<file path="src/sv/mbrtu_pkg.sv">
package mbrtu_pkg;

    // command codes carried in the input word's tuser
    typedef enum logic [1:0] {
        CMD_BYTE    = 2'd0,
        CMD_TICK    = 2'd1,
        CMD_RELEASE = 2'd2,
        CMD_UNUSED  = 2'd3
    } cmd_t;

    // frame status codes
    typedef enum logic [2:0] {
        ST_ACCEPTED    = 3'd0,
        ST_CRC_ERROR   = 3'd1,
        ST_WRONG_LEN   = 3'd2,
        ST_UNSUPPORTED = 3'd3,
        ST_OVERFLOW    = 3'd4
    } status_t;

    localparam logic [15:0] CRC_POLY      = 16'hA001;
    localparam logic [15:0] CRC_INIT      = 16'hFFFF;
    localparam logic [7:0]  SILENCE_RESET = 8'd200;
    localparam logic [7:0]  FUNC_READ_IN  = 8'd4;
    localparam logic [7:0]  FUNC_WRITE    = 8'd6;
    localparam int          ACCEPT_LEN    = 8;

    // one byte of reflected crc-16, unrolled over the eight bit steps
    function automatic logic [15:0] crc_fold(input logic [15:0] crc, input logic [7:0] b);
        logic [15:0] c;
        c = crc ^ {8'h00, b};
        for (int k = 0; k < 8; k++) begin
            if (c[0]) begin
                c = (c >> 1) ^ CRC_POLY;
            end else begin
                c = c >> 1;
            end
        end
        return c;
    endfunction

endpackage

</file>
<file path="src/sv/modbus_rtu_frame_receiver_core.sv">
// latency: a word is registered at the input and processed in the next cycle, unless it
//   waits behind an untaken result; any result shows on the master side the cycle after that
// throughput: one input word per cycle; the single output register holds a result
//   until taken, and only a word that would give a new result waits behind it
// reset: synchronous active-low aresetn clears all frame state, loads silence_ticks
//   with 200 and empties the input and output registers
module modbus_rtu_frame_receiver_core #(
    parameter int MAX_FRAME_BYTES = 24
) (
    input  logic        aclk,
    input  logic        aresetn,
    // configuration write: silence_ticks
    input  logic        cfg_valid,
    output logic        cfg_ready,
    input  logic [7:0]  cfg_data,
    // input stream
    input  logic        s_tvalid,
    output logic        s_tready,
    input  logic [15:0] s_tdata,   // [7:0] data_byte, [8] transmitting, [15:9] zero
    input  logic [1:0]  s_tuser,   // [1:0] cmd
    // result stream
    output logic        m_tvalid,
    input  logic        m_tready,
    output logic [23:0] m_tdata,   // [0] crc_ok, [5:1] byte_count, [13:6] station_address,
                                   // [21:14] function_code, [23:22] zero
    output logic [2:0]  m_tuser    // [2:0] status
);
    import mbrtu_pkg::*;

    localparam int CNT_W = $clog2(MAX_FRAME_BYTES + 1);
    localparam logic [CNT_W-1:0] CNT_MAX = CNT_W'(MAX_FRAME_BYTES);
    localparam logic [CNT_W-1:0] CNT_ACC = CNT_W'(ACCEPT_LEN);

    // configuration register
    logic [7:0] silence_ticks_reg;

    // input register
    logic       in_valid_reg;
    logic [1:0] in_cmd_reg;
    logic [7:0] in_byte_reg;
    logic       in_tx_reg;

    // frame state
    logic [15:0]      crc_reg, crc_next;
    logic [CNT_W-1:0] count_reg, count_next;
    logic [7:0]       timer_reg, timer_next;
    logic             open_reg, open_next;
    logic             ready_reg, ready_next;
    logic             ovf_reg, ovf_next;
    logic [7:0]       first_reg, first_next;
    logic [7:0]       second_reg, second_next;

    // output register
    logic        out_valid_reg;
    logic [2:0]  out_status_reg, out_status_next;
    logic        out_ok_reg, out_ok_next;
    logic [4:0]  out_count_reg, out_count_next;
    logic [7:0]  out_addr_reg;
    logic [7:0]  out_func_reg;

    logic             gives_result;
    logic             advance;
    logic [CNT_W+4:0] count_ext;

    assign cfg_ready = 1'b1;

    // does the held word finish a frame
    assign gives_result = (cmd_t'(in_cmd_reg) == CMD_TICK) && (timer_reg == 8'd0)
                          && open_reg && !ready_reg;
    assign advance  = in_valid_reg && (!gives_result || !out_valid_reg || m_tready);
    assign s_tready = !in_valid_reg || advance;

    // frame state update for the held word
    always_comb begin
        crc_next    = crc_reg;
        count_next  = count_reg;
        timer_next  = timer_reg;
        open_next   = open_reg;
        ready_next  = ready_reg;
        ovf_next    = ovf_reg;
        first_next  = first_reg;
        second_next = second_reg;
        case (cmd_t'(in_cmd_reg))
            CMD_BYTE: begin
                if (!in_tx_reg && !ready_reg) begin
                    logic [15:0]      crc_base;
                    logic [CNT_W-1:0] cnt_base;
                    logic             ovf_base;
                    crc_base = crc_reg;
                    cnt_base = count_reg;
                    ovf_base = ovf_reg;
                    // silence already elapsed: start a fresh frame
                    if (timer_reg == 8'd0) begin
                        crc_base    = CRC_INIT;
                        cnt_base    = '0;
                        ovf_base    = 1'b0;
                        first_next  = 8'd0;
                        second_next = 8'd0;
                        open_next   = 1'b1;
                    end
                    timer_next = silence_ticks_reg;
                    if (cnt_base == CNT_W'(0)) begin
                        first_next = in_byte_reg;
                    end else if (cnt_base == CNT_W'(1)) begin
                        second_next = in_byte_reg;
                    end
                    crc_next = crc_fold(crc_base, in_byte_reg);
                    if (cnt_base < CNT_MAX) begin
                        count_next = cnt_base + CNT_W'(1);
                        ovf_next   = ovf_base;
                    end else begin
                        count_next = cnt_base;
                        ovf_next   = 1'b1;
                    end
                end
            end
            CMD_TICK: begin
                if (timer_reg != 8'd0) begin
                    timer_next = timer_reg - 8'd1;
                end else if (open_reg && !ready_reg) begin
                    ready_next = 1'b1;
                end
            end
            CMD_RELEASE: begin
                if (ready_reg) begin
                    ready_next = 1'b0;
                    open_next  = 1'b0;
                    crc_next   = CRC_INIT;
                    count_next = '0;
                    ovf_next   = 1'b0;
                end
            end
            default: begin
            end
        endcase
    end

    // result fields of a finished frame
    assign count_ext = {5'd0, count_reg};
    always_comb begin
        out_ok_next    = (crc_reg == 16'h0000);
        out_count_next = count_ext[4:0];
        if (ovf_reg) begin
            out_status_next = ST_OVERFLOW;
        end else if (!out_ok_next) begin
            out_status_next = ST_CRC_ERROR;
        end else if (second_reg != FUNC_READ_IN && second_reg != FUNC_WRITE) begin
            out_status_next = ST_UNSUPPORTED;
        end else if (count_reg != CNT_ACC) begin
            out_status_next = ST_WRONG_LEN;
        end else begin
            out_status_next = ST_ACCEPTED;
        end
    end

    // control registers
    always_ff @(posedge aclk) begin
        if (!aresetn) begin
            silence_ticks_reg <= SILENCE_RESET;
            in_valid_reg      <= 1'b0;
            crc_reg           <= CRC_INIT;
            count_reg         <= '0;
            timer_reg         <= 8'd0;
            open_reg          <= 1'b0;
            ready_reg         <= 1'b0;
            ovf_reg           <= 1'b0;
            first_reg         <= 8'd0;
            second_reg        <= 8'd0;
            out_valid_reg     <= 1'b0;
        end else begin
            if (cfg_valid && cfg_ready) begin
                silence_ticks_reg <= cfg_data;
            end
            if (s_tvalid && s_tready) begin
                in_valid_reg <= 1'b1;
            end else if (advance) begin
                in_valid_reg <= 1'b0;
            end
            if (advance) begin
                crc_reg    <= crc_next;
                count_reg  <= count_next;
                timer_reg  <= timer_next;
                open_reg   <= open_next;
                ready_reg  <= ready_next;
                ovf_reg    <= ovf_next;
                first_reg  <= first_next;
                second_reg <= second_next;
            end
            if (advance && gives_result) begin
                out_valid_reg <= 1'b1;
            end else if (m_tready) begin
                out_valid_reg <= 1'b0;
            end
        end
    end

    // payload registers
    always_ff @(posedge aclk) begin
        if (s_tvalid && s_tready) begin
            in_cmd_reg  <= s_tuser;
            in_byte_reg <= s_tdata[7:0];
            in_tx_reg   <= s_tdata[8];
        end
        if (advance && gives_result) begin
            out_status_reg <= out_status_next;
            out_ok_reg     <= out_ok_next;
            out_count_reg  <= out_count_next;
            out_addr_reg   <= first_reg;
            out_func_reg   <= second_reg;
        end
    end

    assign m_tvalid = out_valid_reg;
    assign m_tuser  = out_status_reg;
    assign m_tdata  = {2'b00, out_func_reg, out_addr_reg, out_count_reg, out_ok_reg};

    // a ready frame is always an open one
    a_ready_open: assert property (@(posedge aclk) disable iff (!aresetn)
        ready_reg |-> open_reg)
        else $error("frame ready without open frame");

    // overflow only with a full count
    a_ovf_full: assert property (@(posedge aclk) disable iff (!aresetn)
        ovf_reg |-> (count_reg == CNT_MAX))
        else $error("overflow flag with count below maximum");

    // a finished frame leaves the frame held and a result shown
    a_result_ready: assert property (@(posedge aclk) disable iff (!aresetn)
        (advance && gives_result) |=> (ready_reg && out_valid_reg))
        else $error("finished frame not held or result not shown");

    // a word that would give a result never overwrites an untaken one
    a_no_overwrite: assert property (@(posedge aclk) disable iff (!aresetn)
        (out_valid_reg && !m_tready && in_valid_reg && gives_result) |-> !advance)
        else $error("pending result overwritten");

endmodule
</file>
<file path="config.mk">
export PLATFORM = sky130hd
export DESIGN_NAME = modbus_rtu_frame_receiver_core
export DESIGN_NICKNAME = d
export VERILOG_FILES = /design/src/sv/mbrtu_pkg.sv /design/src/sv/modbus_rtu_frame_receiver_core.sv
export SDC_FILE = /design/constraint.sdc
export NUM_CORES = 1
export LEC_CHECK = 0
export ABC_CLOCK_PERIOD_IN_PS = 6170
export BUFFER_PORTS_ARGS = -buffer_cell sky130_fd_sc_hd__buf_2
export CAP_MARGIN = 20
export CORE_ASPECT_RATIO = 1.2
export CORE_MARGIN = 1.5
export CORE_UTILIZATION = 38
export CTS_BUF_LIST = sky130_fd_sc_hd__clkbuf_16
export CTS_CLUSTER_DIAMETER = 100
export DETAILED_ROUTE_END_ITERATION = 16
export SLEW_MARGIN = 15
export SYNTH_ARGS = -nofsm -noshare
export SYNTH_HDL_FRONTEND = slang
export SYNTH_SLANG_ARGS = --single-unit
</file>
<file path="constraint.sdc">
create_clock -name aclk -period 6.17 [get_ports aclk]
set_clock_uncertainty 0.1 [all_clocks]
set_input_delay 0.9255 -clock aclk [delete_from_list [all_inputs] [get_ports aclk]]
set_output_delay 0.9255 -clock aclk [all_outputs]
set_load 0.05 [all_outputs]
</file>
* After elaboration in Yosys (flattened, before gate mapping)
Cells that the tools add are included.
Word-level totals: bits of input ports 31, word-level logic and storage cells 143, output and inout bits 30, flip-flop bits (word level) 94
Operators by class: multiplexer cells 61, bitwise gates (word level) 10, magnitude comparators 1, eq/ne operators 13, reduce and logical (&&, ||, !) cells 36, add/subtract/negate cells 2
Operators by type and width (count):
- 16-bit 2-to-1 mux | 27
- 8-bit 2-to-1 mux | 7
- 16-bit one-hot mux with 2 select lines | 1
- 5-bit 2-to-1 mux | 6
- 2-bit inverter with 3-bit output | 8
- 16-bit logical NOT | 1
- 8-bit by 3-bit != test with 1-bit output (second input constant) | 2
- 8-bit one-hot mux with 2 select lines | 1
- 4-bit AND reduction | 4
- 16-bit by 8-bit XOR with 16-bit output | 1
- 1-bit 2-to-1 mux | 13
- 2-bit nonzero test | 6
- 5-bit one-hot mux with 2 select lines | 1
- 5-bit AND reduction | 2
- 1-bit logical AND | 9
- 8-bit logical NOT | 1
- 2-bit != test (second input constant) | 4
- 8-bit nonzero test | 1
- 8-bit by 1-bit subtractor with 8-bit output (second input constant) | 1
- 1-bit one-hot mux with 2 select lines | 3
- 5-bit by 1-bit adder with 5-bit output (second input constant) | 1
- 5-bit by 1-bit == test with 1-bit output (second input constant) | 1
- 1-bit logical NOT | 5
- 5-bit logical NOT | 1
- other kinds (12) | 16

* Longest topological paths before layout
depth in word-level cells 37, mapped depth 13, gate-level depth less buffers 12

* Worst setup path after synthesis
Ideal clock, no wire load.
kind reg2out, start register timer_reg[0], end output s_tready, path slack 3.457 ns, path buffers 1, data arrival time 1.687 ns, cell stages (with the launch flop) 9, required time 5.144 ns, cells stage by stage dfxtp_1 -> inv_1 -> ha_1 -> nor3b_2 -> nand2_1 -> buf_2 -> nor3_1 -> and3_1 -> inv_1
On the way: longest elaborated chain between the ends 9
Ends and longest elaborated chain:
- from (decl) | RTL line modbus_rtu_frame_receiver_core.sv:46 | logic [7:0] timer_reg, timer_next;
- from (signal assigned) | RTL line modbus_rtu_frame_receiver_core.sv:182 | timer_reg <= timer_next;
- 8-bit logical NOT | RTL line modbus_rtu_frame_receiver_core.sv:68 | assign gives_result = (cmd_t'(in_cmd_reg) == CMD_TICK) && (timer_reg == 8'd0)
- 1-bit logical AND | RTL line modbus_rtu_frame_receiver_core.sv:68
- 1-bit logical AND (2 in a row) | RTL line modbus_rtu_frame_receiver_core.sv:69 | && open_reg && !ready_reg;
- 1-bit logical NOT | RTL line modbus_rtu_frame_receiver_core.sv:70 | assign advance = in_valid_reg && (!gives_result || !out_valid_reg || m_tready);
- 1-bit logical OR (2 in a row) | RTL line modbus_rtu_frame_receiver_core.sv:70
- 1-bit logical AND | RTL line modbus_rtu_frame_receiver_core.sv:70
- 1-bit logical OR | RTL line modbus_rtu_frame_receiver_core.sv:71 | assign s_tready = !in_valid_reg || advance;
- to (decl) | RTL line modbus_rtu_frame_receiver_core.sv:18 | output logic s_tready,
No other way between the ends.

* Worst setup path after layout
Ends and elaborated chain as after synthesis.

==> results.yml <==
critical_path:
  cp.required_ps: 5140
  critPathTopFamily: "simple AND/OR/NAND/NOR gates"
  path_depth: 8
  crit_chain: "inv_1, ha_1, nor3b_2, nand2_1, nor3_1, and3_1, inv_1, buf_2"
  slowest_delay_ps: 390
  crit_fanout: 11
  reg2reg_depth: 12
  worstSetupPathType: "reg -> out"
  cpMostUsedCell: "inv_1"
  critPathCaptureType: "primary output"
  critPathBufInv: 3
  slowest_stage: "nor3b_2"
  startpoint_type: "flip-flop"
  worstPathArrival_ps: 2510
clock_network:
  cts_tree: "yes"
  cts_sinks: 94
  root_buffer: "clkbuf_16"
  ctsLongestPathBuffers: 2
  cts_hold_buf: 0
  clkTransAtPathRegs_ps: 70
  cts_setup_buffers: 0
  numCtsBuffers: 9
  htreeDepth: 3
  clock_latency_ps: 340
  cts_repair_resize_count: 0
synth:
  netlist_area_mm2: 0.004139
  avgSynthCellArea_um2: 10.43
  ys_seq_area_share_pct: 54.17
  synth_area_leaders: "dfxtp_1 28%, edfxtp_1 26%, nor2_1 5.8%"
  synth_top_cell_area_share_pct: 28.05
  yosysMostFrequentCell: "nor2_1"
  synth_ff_type: "dfxtp_1"
  yosys_warnings: 0
  synth_edf_count: 36
  ys_async_sr_fraction_pct: 0
  synthDistinctLibCells: 54
  yosysTopAreaCell: "dfxtp_1"
  synth_common_cells: "64 x nor2_1, 58 x dfxtp_1, 36 x edfxtp_1"
  synth_seq_cells: 94
  postSynthCellCount: 397
sta:
  fin_crit_ps: 3540
  finalWorstSetupSlack_ps: 2630
  max-slew-margin-rel_pct: 29.29
  setup_viol: 0
  tightest_slew_ps: 1059
  period_share_pct: 57.37
  finalHoldViolations: 0
  final.setup.tns_ps: 0
  max_freq_ghz: 0.2825
  slew_violations: 0
  timing.hold.ws_ps: 329.9
  rsz0062_at_grt: "false"
layout:
  final_util_pct: 45.00
  antenna_cells: 0
  syn_to_final_growth_pct: 14.90
  final_area_mm2: 0.004756
  stdcell_count: 568
  largest_reg_flops: 16
  layout-drive-gt1-share_pct: 16.86
  nets: 472
grt:
  grt_max_degree: 32
  grt_overflow: 0
  grt_pass1_wl_mm: 14.42
  grt_pass1_vias: 2960
  antenna_found_initial: 0
  grtUsageTotal_pct: 15.26
power_and_ir_drop:
  finalPower_mw: 1.398
  vdd_ir_drop_max_uv: 128.4
  leakagePower_nw: 1.736
  p_per_area_mw_per_mm2: 294.0
die:
  ioPinCount: 61
  die_w_um: 98.27
  placementRows: 41
  start_util_pct: 39.17
  core_mm2: 0.01057
  die_area_mm2: 0.01153
  die_h_um: 117.3
place:
  dp_slack_ps: 3009
  dpl.cell_count: 552
  gp_congestion: 0.8472
  port-buffer-count: 50
  placed_area_mm2: 0.004433
  hpwl_mm: 5.901
route:
  drt_iter0_drc: 114
  ant_nets: 0
  wl_per_cell_um: 15.23
  drc: 0
  firstDrtPassIters: 4
  routed_wl_mm: 8.653
  routed_via_density: 5.202
  num_vias: 2955
run_status:
  outcome: "completed"
hold_path:
  hold_path_depth: 0
  hp-class: "reg -> reg"
run:
  max_cap_violations: 0
==> power breakdown <==
| part | switching [mW] | internal [mW] | total (mW) |
|---|---|---|---|
| clock | 0.239 | 0.356 | 0.596 |
| sequential | 0.0159 | 0.656 | 0.672 |
| combinational | 0.0792 | 0.0510 | 0.130 |
| total | 0.334 | 1.06 | 1.40 |
==> area by class of cell <==
type / count / area [um2]
clock inverters: 7 / 97.59
inverters: 13 / 48.80
fillers: 1039 / 5812
flip-flops and latches: 94 / 2242
clock buffers: 9 / 225.2
repair buffers: 51 / 257.7
well taps: 129 / 161.4
multi-input cells: 265 / 1723
==> layer usage <==
metal	global-route usage [%]	part of all wire [%]	up-vias
li1	-	-	1481
met1	19.73	44	1408
met2	25.56	51	59
met3	2.503	3.8	7
met4	5.722	1.1	0
met5	0	0	-
==> path summary, 6_finish.rpt <==
check                 from         endpoint  slack [ps]
max           timer_reg[0]         s_tready        2630
min          second_reg[1]  out_func_reg[1]         330
max reg2reg   timer_reg[0]    second_reg[1]        3160
min reg2reg  second_reg[1]  out_func_reg[1]         330
==> kinds of logic after synthesis <==
kind of cell,synth area share (%)
AND/OR/NAND/NOR,15.84
other,0.1814
AO/OA/AOI/OAI,12.91
flip-flops,54.17
adder cells (fa/ha/maj),2.116
XOR/XNOR,7.829
multiplexers,2.660
buffers and inverters,4.293
==> cells in the final DEF, fill, tap and decap left out, types with 14 or more instances in the layout <==
cell type	count
o21ai_1	16
xnor2_1	27
dfxtp_1	58
edfxtp_1	36
buf_2	50
nor2_1	64
nand2_1	16
a22oi_1	16
a21oi_1	14
nor3_1	16
No activity file was read; power rests on OpenSTA's default activity.
